--- src/design/u2u_pkg.sv ---
// Shared types, character codes and UTF-8 helpers for the escape converter.
package u2u_pkg;

  localparam logic [7:0] CHAR_BSLASH = 8'h5c;
  localparam logic [7:0] CHAR_U      = 8'h75;

  typedef enum logic [1:0] {
    MODE_PLAIN = 2'd0,
    MODE_SLASH = 2'd1,
    MODE_DIGIT = 2'd2
  } scan_mode_t;

  typedef struct packed {
    scan_mode_t  mode;
    logic [1:0]  digit_count;
    logic [15:0] code_point;
  } scan_state_t;

  typedef struct packed {
    logic [1:0]       n;
    logic [2:0][7:0]  bytes;
  } utf8_t;

  typedef struct packed {
    logic [1:0]       n;
    logic [2:0][7:0]  bytes;
    logic             bare;
    logic             stream_end;
  } result_t;

  localparam scan_state_t SCAN_RESET = '{mode: MODE_PLAIN, digit_count: 2'd0,
                                         code_point: 16'h0000};

  function automatic logic [3:0] hex_value(input logic [7:0] c);
    logic [3:0] v;
    v = 4'h0;
    if (c >= 8'h30 && c <= 8'h39) v = c[3:0];
    else if ((c >= 8'h61 && c <= 8'h66) || (c >= 8'h41 && c <= 8'h46))
      v = 4'(c[3:0] + 4'd9);
    return v;
  endfunction

  // Encode a 16-bit code point; zero yields no byte.
  function automatic utf8_t utf8_enc(input logic [15:0] cp);
    utf8_t u;
    u = '0;
    if (cp == 16'h0000) begin
      u.n = 2'd0;
    end else if (cp < 16'h0080) begin
      u.n = 2'd1;
      u.bytes[0] = {1'b0, cp[6:0]};
    end else if (cp < 16'h0800) begin
      u.n = 2'd2;
      u.bytes[0] = {3'b110, cp[10:6]};
      u.bytes[1] = {2'b10, cp[5:0]};
    end else begin
      u.n = 2'd3;
      u.bytes[0] = {4'b1110, cp[15:12]};
      u.bytes[1] = {2'b10, cp[11:6]};
      u.bytes[2] = {2'b10, cp[5:0]};
    end
    return u;
  endfunction

endpackage

--- src/design/u2u_decode.sv ---
// Next-state and result decode for one input byte of the escape scanner.
module u2u_decode (
  input  u2u_pkg::scan_state_t cur,
  input  logic [7:0]           char_in,
  input  logic                 stream_last,
  output u2u_pkg::scan_state_t nxt,
  output u2u_pkg::result_t     res
);
  import u2u_pkg::*;

  logic [15:0]     cp_acc;
  logic [15:0]     cp_pad;
  logic [1:0]      pre_n;
  logic [2:0][7:0] pre_bytes;
  scan_state_t     mid;
  utf8_t           u_full;
  utf8_t           u_pad;

  assign cp_acc = {cur.code_point[11:0], hex_value(char_in)};
  assign u_full = utf8_enc(cp_acc);

  always_comb begin
    mid       = cur;
    pre_n     = 2'd0;
    pre_bytes = '0;
    unique case (cur.mode)
      MODE_SLASH: begin
        if (char_in == CHAR_U) begin
          mid.mode        = MODE_DIGIT;
          mid.digit_count = 2'd0;
          mid.code_point  = 16'h0000;
        end else if (char_in == CHAR_BSLASH) begin
          pre_bytes[0] = CHAR_BSLASH;
          pre_n        = 2'd1;
        end else begin
          pre_bytes[0] = CHAR_BSLASH;
          pre_bytes[1] = char_in;
          pre_n        = 2'd2;
          mid.mode     = MODE_PLAIN;
        end
      end
      MODE_DIGIT: begin
        if (cur.digit_count == 2'd3) begin
          pre_bytes = u_full.bytes;
          pre_n     = u_full.n;
          mid       = SCAN_RESET;
        end else begin
          mid.code_point  = cp_acc;
          mid.digit_count = 2'(cur.digit_count + 2'd1);
        end
      end
      default: begin
        if (char_in == CHAR_BSLASH) begin
          mid.mode = MODE_SLASH;
        end else begin
          pre_bytes[0] = char_in;
          pre_n        = 2'd1;
          mid.mode     = MODE_PLAIN;
        end
      end
    endcase
  end

  // Pad the digits still missing from a partial escape with zeros.
  always_comb begin
    unique case (mid.digit_count)
      2'd1:    cp_pad = {mid.code_point[3:0], 12'h000};
      2'd2:    cp_pad = {mid.code_point[7:0], 8'h00};
      2'd3:    cp_pad = {mid.code_point[11:0], 4'h0};
      default: cp_pad = 16'h0000;
    endcase
  end

  assign u_pad = utf8_enc(cp_pad);

  always_comb begin
    res       = '0;
    res.bytes = pre_bytes;
    res.n     = pre_n;
    nxt       = mid;

    // Stream end: flush held backslash, partial escape or bare mark; reset.
    if (stream_last) begin
      if (mid.mode == MODE_SLASH) begin
        res.bytes[pre_n] = CHAR_BSLASH;
        res.n            = 2'(pre_n + 2'd1);
      end else if (mid.mode == MODE_DIGIT) begin
        res.bytes = u_pad.bytes;
        res.n     = u_pad.n;
      end
      if (res.n == 2'd0) begin
        res.n     = 2'd1;
        res.bare  = 1'b1;
        res.bytes = '0;
      end
      res.stream_end = 1'b1;
      nxt            = SCAN_RESET;
    end
  end

endmodule

--- src/design/u2u_emit.sv ---
// Three-byte result buffer that drains one byte per output transfer.
module u2u_emit (
  input  logic              clk,
  input  logic              rst,
  input  logic              load,
  input  u2u_pkg::result_t  res,
  output logic              free,
  output logic              m_tvalid,
  input  logic              m_tready,
  output logic [7:0]        m_tdata,   // byte_out
  output logic              m_tlast,
  output logic [1:0]        m_tuser    // [0] byte_valid, [1] stream_end
);
  import u2u_pkg::*;

  logic [2:0][7:0] bytes;
  logic [1:0]      left;
  logic            bare;
  logic            send_end;
  logic            take;

  assign m_tvalid = (left != 2'd0);
  assign take     = m_tvalid && m_tready;
  // Accept new work when empty or when the last byte leaves this cycle.
  assign free     = (left == 2'd0) || (left == 2'd1 && m_tready);
  assign m_tdata  = bytes[0];
  assign m_tlast  = (left == 2'd1);
  assign m_tuser  = {send_end && (left == 2'd1), !bare};

  always_ff @(posedge clk) begin
    if (rst) begin
      left <= 2'd0;
    end else if (load) begin
      left <= res.n;
    end else if (take) begin
      left <= 2'(left - 2'd1);
    end
  end

  always_ff @(posedge clk) begin
    if (load) begin
      bytes    <= res.bytes;
      bare     <= res.bare;
      send_end <= res.stream_end;
    end else if (take) begin
      bytes <= {8'h00, bytes[2:1]};
    end
  end

endmodule

--- src/design/unicode_escape_to_utf8_top.sv ---
// The first result byte is valid in the cycle after its input transfer.
// Throughput: one input byte per cycle while the output accepts and each
// byte yields at most one result; a byte with more (up to three) holds the
// input until the buffer, draining one byte per transfer, is at its last.
// Reset (rst, synchronous): scanner returns to plain copying, buffer empties.
module unicode_escape_to_utf8_top (
  input  logic       clk,
  input  logic       rst,
  input  logic       s_tvalid,
  output logic       s_tready,
  input  logic [7:0] s_tdata,   // char_in
  input  logic       s_tlast,   // stream_last
  output logic       m_tvalid,
  input  logic       m_tready,
  output logic [7:0] m_tdata,   // byte_out
  output logic       m_tlast,   // run_last
  output logic [1:0] m_tuser    // [0] byte_valid, [1] stream_end
);
  import u2u_pkg::*;

  scan_state_t scan;
  scan_state_t scan_next;
  result_t     res;
  logic        in_xfer;
  logic        free;

  assign s_tready = free;
  assign in_xfer  = s_tvalid && s_tready;

  u2u_decode dec (
    .cur         (scan),
    .char_in     (s_tdata),
    .stream_last (s_tlast),
    .nxt         (scan_next),
    .res         (res)
  );

  u2u_emit emit (
    .clk      (clk),
    .rst      (rst),
    .load     (in_xfer && (res.n != 2'd0)),
    .res      (res),
    .free     (free),
    .m_tvalid (m_tvalid),
    .m_tready (m_tready),
    .m_tdata  (m_tdata),
    .m_tlast  (m_tlast),
    .m_tuser  (m_tuser)
  );

  always_ff @(posedge clk) begin
    if (rst) begin
      scan <= SCAN_RESET;
    end else if (in_xfer) begin
      scan <= scan_next;
    end
  end

endmodule

--- config.mk ---
export PLATFORM = sky130hd
export DESIGN_NAME = unicode_escape_to_utf8_top
export DESIGN_NICKNAME = d
export VERILOG_FILES = /design/src/design/u2u_pkg.sv /design/src/design/u2u_decode.sv /design/src/design/u2u_emit.sv /design/src/design/unicode_escape_to_utf8_top.sv
export SDC_FILE = /design/constraint.sdc
export NUM_CORES = 1
export LEC_CHECK = 0
export BUFFER_PORTS_ARGS = -buffer_cell sky130_fd_sc_hd__buf_2
export CAP_MARGIN = 20
export CORE_UTILIZATION = 60
export CTS_CLUSTER_SIZE = 25
export DETAILED_ROUTE_END_ITERATION = 8
export PLACE_DENSITY = 0.79
export SYNTH_ARGS = -nofsm -noshare
export SYNTH_HDL_FRONTEND = slang
export SYNTH_SLANG_ARGS = --single-unit
--- constraint.sdc ---
create_clock -name clk -period 5.9 [get_ports clk]
set_input_delay 1.18 -clock clk [delete_from_list [all_inputs] [get_ports clk]]
set_output_delay 1.18 -clock clk [all_outputs]
set_load 0.05 [all_outputs]
### After elaboration in Yosys (flattened, before gate mapping)

Index checks and enable logic that the tools add are counted.

| word-level totals | value |
|---|---|
| bits in registers | 44 |
| output and inout port bits | 13 |
| bits of input ports | 13 |
| logic and storage cells | 108 |

| cells by class | value |
|---|---|
| reductions and logical operators | 19 |
| add/subtract/negate cells | 4 |
| mux-type cells | 50 |
| $lt $le $gt $ge | 12 |
| eq/ne operators | 11 |
| bitwise operators | 3 |

Operators with widths:

| kind | number |
|---|---|
| 2-to-1 mux 24 bit | 5 |
| 2-to-1 mux 26 bit | 3 |
| 2-to-1 mux 8 bit | 7 |
| 2-to-1 mux 16 bit | 3 |
| one-hot mux 16 bit (3 select lines) | 1 |
| 2-to-1 mux 18 bit | 2 |
| one-hot mux 18 bit (2 select lines) | 1 |
| zero test 16 bit | 2 |
| < comparator 16 x 12 -> 1 bit (second input constant) | 2 |
| < comparator 16 x 8 -> 1 bit (second input constant) | 2 |
| one-hot mux 8 bit (2 select lines) | 2 |
| 2-to-1 mux 14 bit | 2 |
| 2-to-1 mux 28 bit | 1 |
| 2-to-1 mux 27 bit | 1 |
| 2-to-1 mux 2 bit | 12 |
| 2-to-1 mux 20 bit | 1 |
| demux 8 bit (select 2 bit) | 1 |
| equality test 8 x 7 -> 1 bit (second input constant) | 2 |
| greater-or-equal comparator 8 x 7 -> 1 bit (second input constant) | 2 |
| <= comparator 8 x 7 -> 1 bit (second input constant) | 2 |
| AND 12 bit | 1 |
| inverter 12 bit | 1 |
| OR 12 bit | 1 |
| equality test 2 bit (second input constant) | 5 |
| 16 further kinds | 37 |

### Longest topological paths before layout

| logic depth | value |
|---|---|
| depth in word-level cells | 25 |
| depth in mapped cells | 14 |
| mapped depth without buffers | 14 |

### Modules after synthesis

A second synthesis with hierarchy kept.

| second synthesis, totals | value |
|---|---|
| cells, all modules | 576 |
| area, all modules | 4655.7 sq um |

Modules (own cells, without submodules):

| module | instances | cells an instance | area each (sq um) | sequential area each (sq um) |
|---|---|---|---|---|
| u2u_decode | 1 | 401 | 2419.8 | 0.0 |
| u2u_emit | 1 | 82 | 1260.0 | 820.8 |
| unicode_escape_to_utf8_top | 1 | 93 | 975.9 | 400.4 |

### Least setup slack after synthesis

Ideal clock, no wire load.

| path | value |
|---|---|
| path kind | input to register |
| from | input port s_tdata[0] |
| to | register emit.bytes[20] in the netlist's numbering (data pin) |
| path buffers | 0 |
| stages | 12 |
| required time | 5.645 ns |
| arrival time | 3.926 ns |
| library setup time | 0.255 ns |
| setup slack | 1.720 ns |
| cell sequence | inv_1 ha_1 or3b_4 and4_4 a211o_1 a221oi_1 o32ai_2 nor3b_4 o21ai_2 a221o_2 a21boi_1 o21a_1 |

| on the way | value |
|---|---|
| cells in the longest elaborated chain, start to end | 21 |
| elaborated cells on any way between the ends | 69 |
| those cells by class | 2 x add/sub; 12 x order compare; 7 x eq/ne; 37 x mux; 1 x bitwise; 10 x reduce/logical |

RTL lines:

| element | line | text |
|---|---|---|
| from (decl) | unicode_escape_to_utf8_top.sv:11 | `input logic [7:0] s_tdata,` |
| greater-or-equal comparator 8 x 7 -> 1 bit / <= comparator 8 x 7 -> 1 bit (equally long branches) | u2u_pkg.sv:38 | `else if ((c >= 8'h61 && c <= 8'h66) \|\| (c >= 8'h41 && c <= 8'h46))` |
| logical AND 1 bit | u2u_pkg.sv:38 |  |
| logical OR 1 bit | u2u_pkg.sv:38 |  |
| 2-to-1 mux 4 bit | u2u_pkg.sv:38 |  |
| 2-to-1 mux 4 bit | u2u_pkg.sv:37 | `if (c >= 8'h30 && c <= 8'h39) v = c[3:0];` |
| < comparator 16 x 12 -> 1 bit / 2-to-1 mux 18 bit (equally long branches) | u2u_pkg.sv:52, u2u_decode.sv:43 |  |
| 2-to-1 mux 1 bit / one-hot mux 18 bit (2 select lines) (equally long branches) | u2u_pkg.sv:52, u2u_decode.sv:26 |  |
| 2-to-1 mux 2 bit / one-hot mux 16 bit (3 select lines) (equally long branches) | u2u_pkg.sv:49, u2u_decode.sv:66 |  |
| [... 5 more ...] | -- |  |
| 2-to-1 mux 8 bit (not written as such) / 2-to-1 mux 26 bit (equally long branches) | u2u_decode.sv:85, u2u_decode.sv:84 |  |
| demux 8 bit (select 2 bit) / 2-to-1 mux 26 bit (equally long branches) | -- |  |
| OR 12 bit (no line) / zero test 2 bit (equally long branches) | -- |  |
| 2-to-1 mux 26 bit / 2-to-1 mux 27 bit (equally long branches) | u2u_decode.sv:84, u2u_decode.sv:91 |  |
| 2-to-1 mux 26 bit / 2-to-1 mux 28 bit (equally long branches) | u2u_decode.sv:83 | `if (stream_last) begin` |
| 2-to-1 mux 27 bit / nonzero test 2 bit (equally long branches) | u2u_decode.sv:91, unicode_escape_to_utf8_top.sv:41 |  |
| 2-to-1 mux 28 bit (*) | u2u_decode.sv:83 |  |
| 2-to-1 mux 24 bit (*) | u2u_emit.sv:41 | `if (load) begin` |
| to (signal assigned) | u2u_emit.sv:42 | `bytes <= res.bytes;` |
| to (signal assigned) | u2u_emit.sv:46 | `bytes <= {8'h00, bytes[2:1]};` |
| to (decl) | u2u_emit.sv:16 | `logic [2:0][7:0] bytes;` |

Mark *: on every way between the ends. The rest lies on a longest branch, timed or not. The select of a mux whose other input is x is not followed.
A chain may end at the register's enable or synchronous reset.

### Worst setup path after layout

| path | value |
|---|---|
| from | register scan[18] in the netlist's numbering |
| to | register emit.bytes[9] in the netlist's numbering (data pin) |

| on the way | value |
|---|---|
| cells in the longest elaborated chain, start to end | 17 |
| elaborated cells on any way between the ends | 41 |
| those cells by class | 1 x add/sub; 4 x order compare; 7 x eq/ne; 22 x mux; 2 x bitwise; 5 x reduce/logical |

RTL lines:

| element | line | text |
|---|---|---|
| from (decl) | unicode_escape_to_utf8_top.sv:21 | `scan_state_t scan;` |
| from (signal assigned) | unicode_escape_to_utf8_top.sv:55 | `scan <= scan_next;` |
| equality test 2 bit / equality test 2 x 1 -> 1 bit (equally long branches) | u2u_decode.sv:26 | `unique case (cur.mode)` |
| one-hot mux 18 bit (2 select lines) | u2u_decode.sv:26 |  |
| equality test 2 bit / equality test 2 x 1 -> 1 bit (equally long branches) | u2u_decode.sv:66 | `unique case (mid.digit_count)` |
| one-hot mux 16 bit (3 select lines) | u2u_decode.sv:66 |  |
| < comparator 16 x 12 -> 1 bit | u2u_pkg.sv:52 | `end else if (cp < 16'h0800) begin` |
| 2-to-1 mux 1 bit | u2u_pkg.sv:52 |  |
| 2-to-1 mux 2 bit | u2u_pkg.sv:49 | `end else if (cp < 16'h0080) begin` |
| 2-to-1 mux 2 bit | u2u_pkg.sv:47 | `if (cp == 16'h0000) begin` |
| 2-to-1 mux 26 bit | u2u_decode.sv:87 | `end else if (mid.mode == MODE_DIGIT) begin` |
| 2-to-1 mux 26 bit | u2u_decode.sv:84 | `if (mid.mode == MODE_SLASH) begin` |
| 2-to-1 mux 26 bit | u2u_decode.sv:83 |  |
| zero test 2 bit | u2u_decode.sv:91 | `if (res.n == 2'd0) begin` |
| 2-to-1 mux 27 bit | u2u_decode.sv:91 |  |
| 2-to-1 mux 28 bit (*) | u2u_decode.sv:83 |  |
| nonzero test 2 bit | unicode_escape_to_utf8_top.sv:41 | `.load (in_xfer && (res.n != 2'd0)),` |
| logical AND 1 bit | unicode_escape_to_utf8_top.sv:41 |  |
| 2-to-1 mux 24 bit (*) | u2u_emit.sv:41 |  |

Marked as above.

==> results.txt <==
- The flow ran to the end, but the final reports show violations.
- Failing checks: DRC
- Width of the die: 84.09 microns
- Dividing total power by cell area gives a power density of 281.4 nW/um^2.
- The sequential cells in the finished layout cover a total of 1141 sq um.
- Port buffering added 25 buffers.
* Multi-input gate area in the final layout: 2601 sq um
- TritonCTS built the clock tree.
- Fin. max-slew vios: 0
- The first global-routing pass estimated 21,450 microns of wire.
- Sequential fraction of design power: 40.2%
* Cell variety after synth: 87
* Count of buffers added by post-CTS timing repair for setup: 0
* Combinational cell fraction of total power: 39.5%
- Yosys attributes the largest share of cell area to sky130_fd_sc_hd__edfxtp_1 19%, sky130_fd_sc_hd__dfxtp_1 8.9%, sky130_fd_sc_hd__nor2_1 5.9%.
- The clock network is responsible for 20.3% of the overall power.
- Fraction of synthesized cell area taken by the top area cell type: 19.31%
* Main flop type after synthesis: sky130_fd_sc_hd__edfxtp_1
- Setup repair after global routing left no endpoint under its margin.
- The initial utilization of the core area, before any placement, comes to 62.95%.
- The total overflow left after global routing is 0.
- Root buffer cell: sky130_fd_sc_hd__clkbuf_8
* Number of instances in the synthesized netlist: 522
- Diodes inserted: 0
- Clock-pin transition on the worst setup and hold timing paths: 0.09 ns
* Die Y-Extent: 84.09 microns
- Detailed Routing Iterations Pass 1: 8
- VDD sags by at most 0.3916 mV.
* Number of global-route vias before repair: 3,945
* Max frequency: 210.1 MHz
* Core area: 6422 sq um
* Number of enable-type register cells in the synthesized netlist: 26
- Half-perimeter wire length of the detailed placement result: 10,080 microns
* Period minus WS final: 4.759 ns
- The number of antenna violations at the first check in global routing was 0.
- Leakage component of the power: 0.001605 uW
- Wires add up to 13,600 microns.
* Type of the worst setup path: flop to flop
- Post-detailed-route DRC marker count: 6
- For the worst-skew pair, the clock arrives at the later sink with an insertion delay of 0.31 ns.
- Summed over all instances, the cell type with the most area after synthesis is sky130_fd_sc_hd__edfxtp_1.
* Net Sw Frac: 42.05%
- After detailed routing, the number of vias per cell comes to 7.448.
- Pwr Total: 1182 uW
- For the final database, setup skew stands at 0.01185 ns.
- Setup TNS Final: 0 ns
- Placer Congestion: 1.098
- Hold/Removal Path Class: flop to flop
- Synthesized area per cell: 7.744 sq um
- Final period utilization: 80.66%
- Pin count of the biggest net entering global routing: 33
* Sw power: 496.8 uW
- Most common cell after layout, fill and taps aside: sky130_fd_sc_hd__nor2_1
- Net count of the mapped netlist: 546
- DR vias: 4,439
- WL per Instance: 22.82 microns
* Number of cells upsized or downsized after cts: 0
* Sequential cell area fraction in the yosys report: 28.23%
- Of all nets on the critical path, the largest fanout is 17.
* Number of levels in the clock H-tree: 2
* Cell total after placement: 588
- I/O Pins: 26
- The number of hold violations in the final report is 0.
- WP data arrival: 4.80 ns
- Seq cells post-synth: 44
- Deepest clock path buffer count: 2
* Fraction of synthesis flops using an asynchronous set or reset pin: 0%
- Fillcell total: 549
- The tool flagged a number of max-cap violations equal to 0.
- Die area: 7070 sq um
- TritonCTS created 5 clock buffers.
* Layout cell share with drive strength beyond 1: 12.91%
- Number of nets in the layout: 542
- STA classifies the critical path endpoint as a flop.
- Row generation in the floorplan step produced 29 rows.
- STA classifies the critical path startpoint as a flop.
- Synthesized area: 4043 sq um
- The first routing iteration left 795 violations.
* Warning count from the yosys run: 0
- The tree built by TritonCTS fans out to 44 sinks.
* Combined global-route utilization of all metal layers: 38.97%
- Worst Path Required: 5.94 ns
- In the layout the commonest cells are 64 x sky130_fd_sc_hd__nor2_1, 51 x sky130_fd_sc_hd__nand2_1, 43 x sky130_fd_sc_hd__o21ai_0, 43 x sky130_fd_sc_hd__a21oi_1, 26 x sky130_fd_sc_hd__edfxtp_1.
* Headroom to the max-slew limit: 30.98%
* Synth-to-layout area growth: 3.869%
- After clock tree synthesis, the flow added hold-fix buffers numbering 0.
- Setup violations remaining at the end of the flow were counted as 0.
- Non-filler instance count after layout: 596
- For the pin with the worst max-slew slack, the measured transition is 1.033 ns.
* Total internal power: 684.7 uW
* Post-route ant nets: 0
-- power by group through the flow --
| stage | clock network [uW] | registers, uW | logic, uW |
|---|---|---|---|
| after detailed placement | 0 | 482 | 459 |
| final | 240 | 475 | 467 |
| after global placement | 0 | 482 | 453 |
| after floorplan | 0 | 472 | 392 |
| after global routing | 250 | 481 | 498 |
| after CTS | 238 | 475 | 461 |
-- cell usage after synthesis, types with 7 or more instances --
library cell,count
sky130_fd_sc_hd__a22oi_1,19
sky130_fd_sc_hd__a31oi_1,13
sky130_fd_sc_hd__inv_1,21
sky130_fd_sc_hd__o21ai_0,43
sky130_fd_sc_hd__nor2_1,64
sky130_fd_sc_hd__a32oi_1,9
sky130_fd_sc_hd__nor3_1,10
sky130_fd_sc_hd__buf_4,8
sky130_fd_sc_hd__nand3_1,14
sky130_fd_sc_hd__clkbuf_1,20
sky130_fd_sc_hd__ha_1,11
sky130_fd_sc_hd__nand2_1,51
sky130_fd_sc_hd__dfxtp_1,18
sky130_fd_sc_hd__a21oi_1,43
sky130_fd_sc_hd__o31ai_1,7
sky130_fd_sc_hd__buf_2,7
sky130_fd_sc_hd__edfxtp_1,26
-- sequential cells by signal (all words and copies together), names as in the netlist --
register,cells
emit.send_end,1
emit.left,2
emit.m_tdata,8
emit.bare,1
scan,16
emit.bytes,16
-- per-layer routing --
metal	GRT usage [%]	vias to the layer above	wire [microns]	share of wire [%]
li1	-	1968	-	-
met3	9.397	74	1954	14
met5	0	-	0	0
met4	19.28	0	713	5.2
met2	56.63	377	5658	42
met1	53.86	2020	5271	39
-- kinds of logic after synthesis --
kind of cell | after synthesis | share of synthesized area, %
xor+xnor | 1 | 0.2167
flops | 44 | 28.23
mux | 2 | 0.4952
simple gates | 189 | 23.40
buf+inv | 63 | 7.552
compound gates | 212 | 36.71
fa+ha+maj | 11 | 3.404
-- layout make-up --
cell class	instances	share of cell area (%)
clock buffer	5	1.639
tap	77	2.294
multi-input combinational	415	61.95
sequential	44	27.18
inverter	22	1.967
timing repair buffer	30	3.874
clock inverter	3	1.103
-- final timing paths --
check	slack [ns]	start	end	depth (start not counted)
max	1.14	scan[18]$_SDFFE_PP0P_	emit.bytes[9]$_DFFE_PP_	13
min	0.50	emit.left[1]$_SDFFE_PP0P_	emit.left[1]$_SDFFE_PP0P_	2
max reg2reg	1.14	scan[18]$_SDFFE_PP0P_	emit.bytes[9]$_DFFE_PP_	13
min reg2reg	0.50	emit.left[1]$_SDFFE_PP0P_	emit.left[1]$_SDFFE_PP0P_	2
-- through the flow --
stage	utilization (%)	setup WS [ns]	area (sq um)	hold slack, ns
2_1_floorplan	-	1.720	4043	0.4763
3_3_place_gp	63.59	1.041	4084	0.4898
3_5_place_dp	63.59	1.001	4084	0.4951
4_1_cts	65.38	1.323	4199	0.5057
5_1_grt	65.38	0.8974	4199	0.5600
6_report	65.38	1.141	4199	0.5041
-- critical path, cell delays in order (launching register included) --
cell	delay, ns
sky130_fd_sc_hd__dfxtp_1	0.42
sky130_fd_sc_hd__inv_1	0.10
sky130_fd_sc_hd__ha_1	0.70
sky130_fd_sc_hd__buf_4	0.31
sky130_fd_sc_hd__and4bb_2	0.28
sky130_fd_sc_hd__a211oi_1	0.44
sky130_fd_sc_hd__or2_2	0.35
sky130_fd_sc_hd__o211a_1	0.24
sky130_fd_sc_hd__o211ai_2	0.16
sky130_fd_sc_hd__nor3b_4	0.47
sky130_fd_sc_hd__o21ai_2	0.15
sky130_fd_sc_hd__a221o_2	0.52
sky130_fd_sc_hd__a41oi_2	0.23
sky130_fd_sc_hd__a21oi_1	0.10
Note: power is estimated with default switching activity, not from simulation.
